### src/hw/rtl/sgcf_pkg.sv
package sgcf_pkg;

    localparam int GRID_COLUMNS_DEF  = 256;
    localparam int GRID_ROWS_DEF     = 256;
    localparam int WINDOW_RADIUS_DEF = 3;

    localparam logic [2:0] CFG_GROUND_Z_LOW  = 3'd0;
    localparam logic [2:0] CFG_GROUND_Z_HIGH = 3'd1;
    localparam logic [2:0] CFG_WALL_Z        = 3'd2;
    localparam logic [2:0] CFG_WALL_LATERAL  = 3'd3;
    localparam logic [2:0] CFG_LABEL_THRESH  = 3'd4;
    localparam logic [2:0] CFG_ELEV_TRUST    = 3'd5;

    localparam logic signed [15:0] RST_GROUND_Z_LOW  = -16'sd80;
    localparam logic signed [15:0] RST_GROUND_Z_HIGH = 16'sd420;
    localparam logic signed [15:0] RST_WALL_Z        = 16'sd800;
    localparam logic [14:0]        RST_WALL_LATERAL  = 15'd2800;
    localparam logic [15:0]        RST_LABEL_THRESH  = 16'd8192;
    localparam logic [15:0]        RST_ELEV_TRUST    = 16'd1638;

    localparam logic [2:0] LABEL_UNKNOWN  = 3'd0;
    localparam logic [2:0] LABEL_GROUND   = 3'd1;
    localparam logic [2:0] LABEL_OBSTACLE = 3'd2;
    localparam logic [2:0] LABEL_WALL     = 3'd3;
    localparam logic [2:0] LABEL_MAX      = 3'd5;

    localparam logic [15:0] ONE_Q15  = 16'd32768;
    localparam logic [15:0] HALF_Q15 = 16'd16384;

    localparam int NUM_W  = 54;
    localparam int DEN_W  = 37;
    localparam int MA_W   = 33;
    localparam int MB_W   = 18;
    localparam int PROD_W = MA_W + MB_W;

    typedef struct packed {
        logic [15:0]        econf;
        logic signed [15:0] elev;
        logic [15:0]        conf;
        logic [15:0]        occ;
        logic [2:0]         label;
    } cell_t;

    localparam cell_t CELL_RESET = '{econf: 16'd0, elev: 16'sd0, conf: 16'd0,
                                     occ: 16'd16384, label: 3'd0};

endpackage

### src/hw/rtl/sgcf_div.sv
module sgcf_div
    import sgcf_pkg::*;
(
    input  logic             clk,
    input  logic             rst_n,
    input  logic             start,
    input  logic [NUM_W-1:0] num,
    input  logic [DEN_W-1:0] den,
    output logic             done,
    output logic [NUM_W-1:0] quot
);

    localparam int CNT_W = $clog2(NUM_W);

    logic             busy_reg;
    logic             done_reg;
    logic [CNT_W-1:0] cnt_reg;
    logic [DEN_W-1:0] rem_reg;
    logic [NUM_W-1:0] quo_reg;
    logic [DEN_W-1:0] den_reg;
    logic [DEN_W:0]   shifted;
    logic [DEN_W:0]   diff;
    logic             qbit;

    assign shifted = {rem_reg, quo_reg[NUM_W-1]};
    assign diff    = shifted - {1'b0, den_reg};
    assign qbit    = shifted >= {1'b0, den_reg};

    always_ff @(posedge clk or negedge rst_n)
    begin
        if (!rst_n)
        begin
            busy_reg <= 1'b0;
            done_reg <= 1'b0;
            cnt_reg  <= '0;
        end
        else
        begin
            done_reg <= 1'b0;
            if (start)
            begin
                busy_reg <= 1'b1;
                cnt_reg  <= '0;
            end
            else if (busy_reg)
            begin
                cnt_reg <= cnt_reg + 1'b1;
                if (cnt_reg == CNT_W'(NUM_W - 1))
                begin
                    busy_reg <= 1'b0;
                    done_reg <= 1'b1;
                end
            end
        end
    end

    always_ff @(posedge clk)
    begin
        if (start)
        begin
            quo_reg <= num;
            rem_reg <= '0;
            den_reg <= den;
        end
        else if (busy_reg)
        begin
            quo_reg <= {quo_reg[NUM_W-2:0], qbit};
            rem_reg <= qbit ? diff[DEN_W-1:0] : shifted[DEN_W-1:0];
        end
    end

    assign done = done_reg;
    assign quot = quo_reg;

endmodule

### config.mk
export PLATFORM = sky130hd
export DESIGN_NAME = sgcf_div
export DESIGN_NICKNAME = d
export VERILOG_FILES = /design/src/hw/rtl/sgcf_pkg.sv /design/src/hw/rtl/sgcf_div.sv
export SDC_FILE = /design/constraint.sdc
export NUM_CORES = 1
export LEC_CHECK = 0
export BUFFER_PORTS_ARGS = -buffer_cell sky130_fd_sc_hd__clkbuf_2
export CORE_MARGIN = 3
export CORE_UTILIZATION = 51
export CTS_BUF_LIST = sky130_fd_sc_hd__clkbuf_8 sky130_fd_sc_hd__clkbuf_16
export DETAILED_ROUTE_END_ITERATION = 10
export PLACE_DENSITY = 0.78
export SYNTH_ARGS = -nofsm -noshare
export SYNTH_HDL_FRONTEND = slang
export SYNTH_SLANG_ARGS = --single-unit
export TNS_END_PERCENT = 10
### constraint.sdc
create_clock -name clk -period 3 [get_ports clk]
set_input_delay 0.15 -clock clk [delete_from_list [all_inputs] [get_ports clk]]
set_output_delay 0.15 -clock clk [all_outputs]
set_load 0.05 [all_outputs]
== Yosys cells after proc, flatten, opt, wreduce, memory -nomap -nowiden ==
Cells that the tools add are included.
Storage, ports and cells
  input port bits: 94
  flip-flop bits (word level): 136
Operators by class
  reductions and logical operators: 1
  muxes and demuxes: 11
  add/sub/neg operators: 2
  order comparisons: 1
  equal/unequal tests: 1
Operator list (count)
  $mux 54: 2
  $ge 38x37->1: 1
  $mux 37: 1
  $sub 37x37->37: 1
  $mux 6: 2
  $add 6x1->6 const B: 1
  $eq 6x6->1 const B: 1
  $mux 1: 6
  $reduce_bool 2->1: 1

== Logic depth before layout (Yosys ltp) ==
Gate-level depths: netlist of the first run.
  word-level depth: 4
  depth in mapped cells: 13

== Least setup slack after synthesis of the first run ==
OpenSTA, ideal clock, no wires.
  kind: reg2reg
  from: register quo_reg[53], in the netlist quot[53]
  to: register quo_reg[0], in the netlist quot[0] (data pin)
  buffers on the path: 1
  data required time: 2.740 ns
  cell stages (with the launch flop): 13
  path slack: -0.393 ns
  library setup time: 0.260 ns
  clock period less this slack: 3.393 ns
  arrival time: 3.133 ns
  path through: edfxtp_1 > inv_1 > ha_1 > inv_1 > fa_1 > a21o_1 > a221o_1 > o211ai_2 > a211oi_2 > o2111ai_2 > nand2_1 > buf_2 > mux2_2
Between the ends
  cells in the longest elaborated chain, start to end: 3
Ends and longest elaborated chain
  start, declared: line sgcf_div.sv:19  | logic [NUM_W-1:0] quo_reg;
  start signal, assigned: line sgcf_div.sv:61  | quo_reg <= num;
  start signal, assigned: line sgcf_div.sv:67  | quo_reg <= {quo_reg[NUM_W-2:0], qbit};
  $ge 38x37->1: line sgcf_div.sv:27  | assign qbit = shifted >= {1'b0, den_reg};
  $mux 54: line sgcf_div.sv:65  | else if (busy_reg)
  $mux 54: line sgcf_div.sv:59  | if (start)
No other way between the ends. The select of a mux whose other input is x is not followed.
A chain may end at the register's enable or synchronous reset.

== Final worst setup path of the first run ==
  from: register quo_reg[53], in the netlist quot[53]
  to: register rem_reg[22]
Between the ends
  cells in the longest elaborated chain, start to end: 2
Ends and longest elaborated chain
  $sub 37x37->37 or $ge 38x37->1 (tied branches): line sgcf_div.sv:26, sgcf_div.sv:27
  $mux 37 *: line sgcf_div.sv:68  | rem_reg <= qbit ? diff[DEN_W-1:0] : shifted[DEN_W-1:0];
  end signal, assigned: line sgcf_div.sv:68
  end, declared: line sgcf_div.sv:18  | logic [DEN_W-1:0] rem_reg;
Every way passes the cells marked *; elsewhere a longest branch is shown, timed or not.

==> reports/metrics.csv, run 1 <==
stage;metric;value;unit
sta;period_share;0.9974;
route;via_per_inst;5.561;
place;dpl.hpwl;13040;um
clocking;cts_root_buf;clkbuf_16;
synth;ys_seq_area_frac;0.4820;
grt;grt_pass1_wl;30000;um
clocking;clk_latency;0.43;ns
grt;grt_pass1_vias;6247;
setup_path;cp.required;3.28;ns
sta;slew-limit-headroom;0.5432;
setup_path;crit_type;reg -> reg;
route;drt_wl_total;18690;um
final_layout;nets;1083;
synth;synthSimpleGateAreaFrac;0.1259;
clocking;clk_pin_slew;0.06;ns
sta;timing.fmax;334.2;MHz
final_layout;syn2layout_area_growth;30.26;%
route;drc_errors;0;
power;powerDensity;829.4;mW/mm^2
synth;synthAdderAreaFrac;0.06666;
synth;synth_top_family_by_area;compound AO/OA/AOI/OAI gates;
sta;final_max_slew_viol_count;0;
synth;yosysWarnings;0;
clocking;numCtsBuffers;17;
sta;hold_viol_final;0;
route;routedWlPerCell;16.32;um
route;vias;6367;
die;core;0.01459;mm^2
grt;grt_use_total;0.2293;
die;floorplan.initialDensity;0.5224;
die;die_h;128.2;um
synth;mappedNetlistNets;870;
die;ios;149;
synth;synthesis.area;0.007621;mm^2
synth;synth_ff_type;edfxtp_1;
sta;rsz0062_at_grt;yes;
final_layout;n_antenna_cell;0;
clocking;cts.path.max_buffers;2;
place;placed_area;0.008738;mm^2
route;dr.first_iter.drc_count;304;
grt;grt_max_degree;61;
setup_path;arrival;3.28;ns
final_layout;drive_above_1_share;0.3205;
synth;synth-async-reset-ratio;0.05882;
route;dr.pass1.iters;5;
sta;setup_violations;0;
die;dieArea;0.01645;mm^2
setup_path;cp-end-kind;register;
sta;worst_slack;0.007725;ns
run_status;status;completed;
synth;synth_cells;736;
sta;worst_slew_pin_slew;0.6853;ns
place;numPortBuffers;148;
grt;antenna_found_initial;0;
die;rows;44;
place;gp_congestion;0.8776;
route;ant_nets;0;
synth;synth_cell_type_count;67;
setup_path;start_kind;register;
synth;yosys.area_share.xor_xnor;0.03103;
clocking;tritoncts;built;
synth;synth_mux_area_frac;0.09227;
place;pre_cts_ws;-0.04830;ns
sta;finalCriticalPeriod;2.992;ns
grt;grt.overflow.total;0;
clocking;htree_num_levels;4;
final_layout;largest_reg_flops;54;
worst_hold_path;holdCritPathClass;in -> reg;
synth;synth_area_per_cell;10.35;um^2
final_layout;fin_area;0.009927;mm^2
sta;clock_skew;0.01648;ns
die;fp.dieW;128.2;um
setup_path;path_max_fanout;8;
synth;synth-edff-count;91;
synth;ys_ff_latch;136;
power;p_leak;4.354;nW
job;maxCapViolations;0;
clocking;cts.sinks;136;
synth;synth_compound_area_frac;0.1604;
power;max-vdd-ir-drop;0.0005418;V
## cells in the final DEF, fill, tap and decap left out, drive strengths merged, types with 7 or more instances in the layout
master	n
buf	34
nor2	67
nor3	8
a211oi	7
mux2	58
o211ai	8
a21oi	54
ha	39
o21ai	31
clkbuf	165
dfxtp	37
a311oi	24
xnor2	18
nand3	10
edfxtp	91
nand2	87
dfrtp	8
inv	54
a21o	13
dlygate4sd3	44
xor2	9
## synth_stat cells, types with 7 or more instances
master | number | area (um^2)
a21o_1 | 13 | 97.59
a21oi_1 | 54 | 270.3
a311oi_1 | 23 | 201.4
buf_2 | 11 | 55.05
clkbuf_1 | 16 | 60.06
dfrtp_1 | 8 | 200.2
dfxtp_1 | 37 | 740.7
edfxtp_1 | 91 | 2733
ha_1 | 39 | 488.0
inv_1 | 48 | 180.2
mux2_2 | 58 | 653.1
nand2_1 | 86 | 322.8
nand3_1 | 10 | 50.05
nor2_1 | 66 | 247.7
nor3_1 | 8 | 40.04
o211ai_1 | 7 | 52.55
o21ai_0 | 29 | 145.1
xnor2_1 | 18 | 157.7
xor2_1 | 9 | 78.83
## critical path: stages, from the launching register on
cell and delay [ns]:
edfxtp_1 0.38, inv_1 0.07, ha_2 0.17, inv_2 0.04, fa_2 0.34, a21o_1 0.18, a221o_1 0.33, o211ai_2 0.26
a211oi_2 0.12, buf_4 0.16, o2111ai_4 0.22, nand2_4 0.13, buf_12 0.18, o211ai_1 0.17, a21oi_1 0.08
## per-stage QoR
step           instances  setup TNS (ns)  power (mW)  utilization  hold slack (ns)
2_1_floorplan        736          -4.630       4.979            -          -0.1456
3_3_place_gp        1067               0       5.787       0.5990         0.007754
3_5_place_dp        1067         -0.1127       5.858       0.5990         0.002156
4_1_cts             1142               0       8.100       0.6711       0.00007253
5_1_grt             1145          -3.277       8.716       0.6804          0.01366
6_report            1145               0       8.233       0.6804          0.02062
## path summary, 6_finish.rpt
check                       startpoint           to  slack (ns)  depth (start not counted)
setup / recovery              quot[53]  rem_reg[22]       0.008                         14
hold / removal                 num[40]     quot[40]        0.02                          2
setup reg to reg              quot[53]  rem_reg[22]       0.008                         14
hold reg to reg            rem_reg[23]  rem_reg[23]        0.48                          2
max in group asynchronous        rst_n     busy_reg        2.71                          2
min in group asynchronous        rst_n   cnt_reg[2]        0.10                          2
## power by group
group | internal, mW | switching (mW)
clock | 1.31 | 0.831
combinational | 1.49 | 2.03
sequential | 2.34 | 0.236
total | 5.14 | 3.09
## layer usage
| layer | share of wire | vias to the layer above | global-route usage |
|---|---|---|---|
| li1 | - | 3126 | - |
| met1 | 0.44 | 2982 | 0.2968 |
| met2 | 0.47 | 235 | 0.3687 |
| met3 | 0.074 | 24 | 0.07250 |
| met4 | 0.017 | 0 | 0.06991 |
| met5 | 0 | - | 0 |
## layout make-up
type,instances,area (um^2)
Sequential cell,136,3675
Inverter,48,180.2
Fill cell,1110,4662
Timing Repair Buffer,226,1505
Tap cell,184,230.2
Multi-Input combinational cell,520,3739
Clock inverter,14,172.7
Clock buffer,17,425.4
## cell families (layout without fill, tap and decap cells)
group,Yosys count,in the layout
compound gates,179,179
xor+xnor,27,27
fa+ha+maj,40,40
buf+inv,80,305
flops,136,136
mux,63,63
simple gates,211,211
## timing repair
| action | 4_1_cts | 5_1_grt |
|---|---|---|
| hold buffers | 44 | 0 |
| endpoints found under the hold margin | 51 | 0 |
| gates resized for setup | 3 | 25 |
| pin swaps | 2 | 10 |
| gates cloned | 0 | 1 |
| buffers inserted | 0 | 2 |
| setup endpoints to repair | 10 | 35 |
Note: power is estimated with default switching activity, not from simulation.
==> inputs of run 2 (changes only) <==
--- a/config.mk
+++ b/config.mk
@@ -10,6 +10,7 @@
 export CORE_UTILIZATION = 51
 export CTS_BUF_LIST = sky130_fd_sc_hd__clkbuf_8 sky130_fd_sc_hd__clkbuf_16
 export DETAILED_ROUTE_END_ITERATION = 10
+export MAX_ROUTING_LAYER = met4
 export PLACE_DENSITY = 0.78
 export SYNTH_ARGS = -nofsm -noshare
 export SYNTH_HDL_FRONTEND = slang
==> constraint.sdc (replaced) <==
create_clock -name clk -period 2.4 [get_ports clk]
set_input_delay 0.12 -clock clk [delete_from_list [all_inputs] [get_ports clk]]
set_output_delay 0.12 -clock clk [all_outputs]
set_load 0.05 [all_outputs]
==> run 2 against run 1 <==
- the run now ends with setup timing left
- largest power group unchanged
- worst setup slack worse by 0.63 ns
- clock power up 36%
- sequential power up 24%
- routed wire length up 30%
- power up 46%
- flip-flop and latch count unchanged
- combinational power up 67%
==> reports/metrics.csv, run 2 (synthesized netlist as in run 1, its figures left out) <==
stage;metric;value;unit
final_layout;largest_reg_flops;54;
route;drt_wl_total;24230;um
power;p_leak;5.150;nW
setup_path;cp.required;2.75;ns
die;core;0.01459;mm^2
power;pwr-share-comb;0.490;
setup_path;cp-end-kind;register;
die;fp.dieW;128.2;um
route;vias;7418;
route;routedWlPerCell;18.64;um
clocking;clk_latency;0.44;ns
worst_hold_path;holdCritPathClass;in -> reg;
die;ios;149;
place;dpl.hpwl;14710;um
die;dieArea;0.01645;mm^2
route;dr.first_iter.drc_count;617;
die;rows;44;
grt;grt_pass1_vias;7297;
setup_path;reg2reg_from;quot[53];
setup_path;reg2reg_slack;-0.62;ns
grt;grt.overflow.total;0;
power;p_clk_frac;0.242;
sta;slew-limit-headroom;0.6118;
worst_hold_path;hold_start;num[6];
power;intPower;7.515;mW
place;numPortBuffers;148;
final_layout;stdcell_count;1300;
setup_path;r2r_end;rem_reg[24];
clocking;htree_num_levels;4;
grt;antenna_found_initial;0;
setup_path;crit_type;reg -> reg;
power;powerDensity;1062;mW/mm^2
final_layout;mostFrequentLayoutCells;clkbuf_2, buf_4, edfxtp_1, nand2_1, dlygate4sd3_1;
clocking;clk_pin_slew;0.07;ns
clocking;cts_root_buf;clkbuf_16;
sta;hold_viol_final;0;
clocking;tritoncts;built;
sta;worst_slew_pin_slew;0.5798;ns
sta;clock_skew;0.01762;ns
grt;grt_use_total;0.2948;
final_layout;nets;1238;
grt;grt_use_met2;0.4744;
power;p_sw_frac;0.3731;
power;seq_power_share;0.268;
sta;worst_slack;-0.6249;ns
sta;final_max_slew_viol_count;0;
final_layout;syn2layout_area_growth;48.09;%
final_layout;n_antenna_cell;0;
route;ant_nets;0;
grt;met3_usage;0.06917;
sta;finalCriticalPeriod;3.025;ns
power;max-vdd-ir-drop;0.0007372;V
worst_hold_path;whs_path_depth;2;
sta;timing.setup.tns;-21.03;ns
clocking;cts.sinks;136;
setup_path;r2r_cells;14;
grt;met1_usage;0.3643;
route;dr.pass1.iters;6;
sta;rsz0062_at_grt;yes;
run_status;status;finished, violations left;
place;dp.cells;1179;
final_layout;drive_above_1_share;0.3844;
job;maxCapViolations;0;
grt;grt_max_degree;79;
run_status;violations;setup timing;
sta;setup_violations;38;
clocking;numCtsBuffers;17;
worst_hold_path;whs_endpoint;quot[6];
grt;grt_pass1_wl;37050;um
setup_path;arrival;3.37;ns
power;switchingPower;4.472;mW
final_layout;final_common_cell;clkbuf_2;
setup_path;start_kind;register;
route;via_per_inst;5.706;
die;die_h;128.2;um
sta;timing.fmax;330.6;MHz
route;drc_errors;0;
place;gp_congestion;0.9246;
clocking;cts.path.max_buffers;2;
setup_path;path_max_fanout;7;
sta;period_share;1.260;
grt;grt.busiest_layer;met2;
die;floorplan.initialDensity;0.5224;
## run 2: cell types whose count changed in the layout (fill, tap and decap cells not counted), moves of 3 or more
| cell | previous run | this run |
|---|---|---|
| a311oi_1 | 15 | 19 |
| a311oi_2 | 9 | 5 |
| buf_12 | 3 | 6 |
| buf_4 | 29 | 140 |
| buf_6 | 1 | 7 |
| dlygate4sd3_1 | 44 | 80 |
| nand2_1 | 83 | 80 |
| nand2_4 | 1 | 4 |
## run 2: per-layer routing
metal / vias to the layer above / routed length [um]
met2: 356 / 11870
met5: - / 0
met3: 76 / 1625
met1: 3540 / 9953
met4: 0 / 786
li1: 3446 / -
## run 2: worst max path at each step
| stage | from | end | slack, ns | cells after the start |
|---|---|---|---|---|
| after floorplan | quot[53] | quot[0] | -0.88 | 12 |
| after global placement | quot[53] | rem_reg[28] | -0.51 | 13 |
| after detailed placement | quot[53] | rem_reg[4] | -0.62 | 13 |
| after CTS | quot[53] | rem_reg[33] | -0.55 | 15 |
| after global routing | quot[53] | rem_reg[35] | -0.71 | 14 |
| final | quot[53] | rem_reg[24] | -0.62 | 14 |
## run 2: per-stage QoR
stage	hold slack (ns)	area (um^2)	worst slack, ns	utilization	power, mW
3_3_place_gp	-0.02744	9592	-0.5108	0.6575	8.099
3_5_place_dp	-0.02408	9592	-0.6206	0.6575	8.225
6_report	0.0004288	11290	-0.6249	0.7736	11.99
4_1_cts	0.0002097	11160	-0.5546	0.7653	11.56
5_1_grt	-0.0001628	11290	-0.7138	0.7736	12.59
2_1_floorplan	-0.1756	7644	-0.8796	-	6.227
## run 2: repair_timing
item | in CTS | in global routing
hold buffers | 76 | 4
resized for setup | 21 | 15
endpoints found under the hold margin | 83 | 4
buffers inserted | 7 | 2
pin swaps | 7 | 6
gates cloned | 1 | 0
setup endpoints to repair | 38 | 38
## run 2: power groups by stage
| stage | combinational [mW] | sequential (mW) | clock, mW |
|---|---|---|---|
| after detailed placement | 5.01 | 3.21 | 0 |
| final | 5.87 | 3.21 | 2.90 |
| after global placement | 4.90 | 3.20 | 0 |
| after CTS | 5.50 | 3.18 | 2.89 |
| after floorplan | 2.68 | 3.55 | 0 |
| after global routing | 6.32 | 3.25 | 3.02 |
## run 2: cell type report
class,count,area (um^2)
inverter,48,180.2
sequential,136,3675
tap,184,230.2
fill,858,3303
timing repair buffer,381,2814
clock buffer,17,425.4
clock inverter,14,211.5
multi-input combinational,520,3750
## run 2: critical path: stages, from the launching register on
cell      delay, ns
edfxtp_1       0.38
inv_1          0.07
ha_2           0.18
inv_2          0.04
fa_2           0.33
a21o_1         0.18
a221o_1        0.35
o211ai_2       0.20
a211oi_2       0.11
o2111a_2       0.30
nor2_4         0.19
buf_12         0.15
buf_6          0.12
nand2_1        0.07
a311oi_1       0.26
==> inputs of run 3 (changes only) <==
--- a/config.mk
+++ b/config.mk
@@ -6,6 +6,7 @@
 export NUM_CORES = 1
 export LEC_CHECK = 0
 export BUFFER_PORTS_ARGS = -buffer_cell sky130_fd_sc_hd__clkbuf_2
+export CORE_ASPECT_RATIO = 0.6
 export CORE_MARGIN = 3
 export CORE_UTILIZATION = 51
 export CTS_BUF_LIST = sky130_fd_sc_hd__clkbuf_8 sky130_fd_sc_hd__clkbuf_16
==> run 3 against run 2 <==
- combinational power is 3.7% higher
- register-to-register slack worse by 0.06 ns
- sequential share of layout area is 0.14 points higher
- design area is 0.43% lower
- first-iteration DRC count is 6.6% higher
- final cell count is 0.31% higher
- largest power group unchanged
- critical path type unchanged
- worst setup slack worse by 0.055 ns
- worst hold slack better by 0.013 ns
- the flow still finishes with violations (setup timing)
- via count is 0.57% lower
- count of clock-buffer cells in the layout stayed put
==> reports/metrics.csv, run 3 (synthesized netlist as in run 1, its figures left out) <==
stage;metric;value;unit
setup_path;arrival;3.39;ns
sta;worst_slack;-0.6799;ns
place;placed_area;0.009599;mm^2
place;dpl.hpwl;15820;um
clocking;cts.path.max_buffers;2;
die;die_h;100.7;um
place;numPortBuffers;148;
grt;grt_pass1_vias;7163;
sta;setup_violations;38;
setup_path;r2r_cells;14;
power;switchingPower;4.587;mW
route;dr.pass1.iters;7;
worst_hold_path;whs_path_depth;2;
worst_hold_path;whs_endpoint;quot[27];
final_layout;fin_area;0.01124;mm^2
route;vias;7376;
final_layout;mostFrequentLayoutCells;buf_4, clkbuf_2, edfxtp_1, nand2_1, dlygate4sd3_1;
die;rows;33;
worst_hold_path;hold_start;num[27];
run_status;status;finished, violations left;
power;seq_power_share;0.268;
grt;grt_use_met2;0.4360;
sta;finalCriticalPeriod;3.080;ns
final_layout;regArea;0.003675;mm^2
grt;grt_use_total;0.2935;
setup_path;start_kind;register;
route;routedWlPerCell;18.44;um
grt;antenna_found_initial;1;
die;floorplan.initialDensity;0.5397;
die;fp.dieW;163.8;um
route;ant_nets;0;
route;dr.first_iter.drc_count;658;
setup_path;cp-end-kind;register;
grt;met3_usage;0.07594;
power;powerDensity;1059;mW/mm^2
grt;grt.overflow.total;0;
place;gp_congestion;0.9757;
sta;final_max_slew_viol_count;0;
grt;met1_usage;0.4034;
worst_hold_path;holdCritPathClass;in -> reg;
power;intPower;7.310;mW
power;p_clk_frac;0.220;
power;max-vdd-ir-drop;0.0005300;V
clocking;cts.sinks;136;
route;via_per_inst;5.656;
run_status;violations;setup timing;
grt;grt.busiest_layer;met2;
clocking;tritoncts;built;
die;dieArea;0.01649;mm^2
sta;clock_skew;0.01411;ns
place;dp.cells;1190;
setup_path;path_max_fanout;5;
clocking;clk_latency;0.42;ns
final_layout;multi_input_area;0.003825;mm^2
route;drc_errors;0;
power;p_sw_frac;0.3856;
final_layout;final_common_cell;buf_4;
job;maxCapViolations;0;
final_layout;nets;1232;
setup_path;reg2reg_slack;-0.68;ns
route;drt_wl_total;24050;um
clocking;cts_root_buf;clkbuf_16;
sta;timing.hold.ws;0.01325;ns
setup_path;reg2reg_from;quot[53];
power;p_leak;5.100;nW
final_layout;largest_reg_flops;54;
sta;period_share;1.283;
grt;grt_pass1_wl;36650;um
setup_path;crit_type;reg -> reg;
die;core;0.01412;mm^2
final_layout;fillers;856;
final_layout;drive_above_1_share;0.4014;
sta;rsz0062_at_grt;yes;
final_layout;syn2layout_area_growth;47.45;%
sta;worst_slew_pin_slew;0.6303;ns
final_layout;stdcell_count;1304;
clocking;clk_pin_slew;0.06;ns
die;ios;149;
sta;slew-limit-headroom;0.5798;
clocking;htree_num_levels;4;
power;pwr-share-comb;0.512;
sta;hold_viol_final;0;
clocking;numCtsBuffers;17;
grt;grt_max_degree;51;
sta;timing.fmax;324.7;MHz
setup_path;r2r_end;rem_reg[5];
setup_path;cp.required;2.71;ns
[run 3: cell count changes in the layout (fill, tap and decap cells not counted), sizes merged]
cell / previous run / this run
buf: 154 / 158
bufinv: 4 / 1
clkbuf: 164 / 166
clkinv: 1 / 3
clkinvlp: 1 / 3
diode: 0 / 1
dlygate4sd3: 80 / 68
[run 3: what timing repair did]
item,in CTS,in global routing
hold buffers,67,1
pin swaps,12,15
buffers inserted,9,1
hold endpoints to repair,74,1
gates resized for setup,21,28
cloned,1,2
setup endpoints to repair,38,38
[run 3: worst max-delay path, cell delays in order (launching register included)]
cell      delay, ns
edfxtp_1       0.38
inv_1          0.07
ha_2           0.18
inv_2          0.04
fa_2           0.33
a21o_1         0.20
a221o_1        0.37
o211ai_2       0.22
a211oi_2       0.10
o2111a_2       0.29
nor2_4         0.14
buf_12         0.16
buf_12         0.13
nand2_1        0.07
a311oi_1       0.29
[run 3: how the worst max path moves through the flow]
stage             start          end  slack, ns  cells after the start
2_1_floorplan  quot[53]      quot[0]      -0.88                     12
3_3_place_gp   quot[53]   rem_reg[5]      -0.59                     13
3_5_place_dp   quot[53]  rem_reg[14]      -0.74                     13
4_1_cts        quot[53]  rem_reg[30]      -0.56                     14
5_1_grt        quot[53]   rem_reg[5]      -0.78                     14
6_report       quot[53]   rem_reg[5]      -0.68                     14
[run 3: power by group through the flow]
stage          combinational, mW  clock [mW]  sequential [mW]
2_1_floorplan               2.68           0             3.55
3_3_place_gp                4.99           0             3.19
3_5_place_dp                5.09           0             3.20
4_1_cts                     5.60        2.64             3.17
5_1_grt                     6.53        2.73             3.22
6_report                    6.09        2.62             3.19
[run 3: area by class of cell]
type / instances / share of cell area
Inverter: 48 / 0.01603
Clock buffer: 17 / 0.03786
Clock inverter: 15 / 0.01392
Multi-Input combinational cell: 520 / 0.3404
Sequential cell: 136 / 0.3270
Antenna cell: 1 / 0.0002227
Timing Repair Buffer: 375 / 0.2432
Tap cell: 192 / 0.02138
[run 3: metal layers]
layer  share of wire  wire, um
met3           0.099      2375
met1            0.43     10260
met2            0.46     10960
met4           0.019       461
met5               0         0
[run 3: metrics by stage]
step / power [mW] / setup TNS [ns] / worst slack (ns) / utilization
after floorplan: 6.227 / -28.60 / -0.8796 / -
after detailed placement: 8.287 / -23.86 / -0.7365 / 0.6798
final: 11.90 / -21.50 / -0.6799 / 0.7958
after CTS: 11.41 / -18.85 / -0.5551 / 0.7821
after global routing: 12.48 / -26.40 / -0.7817 / 0.7958
after global placement: 8.181 / -20.50 / -0.5873 / 0.6798
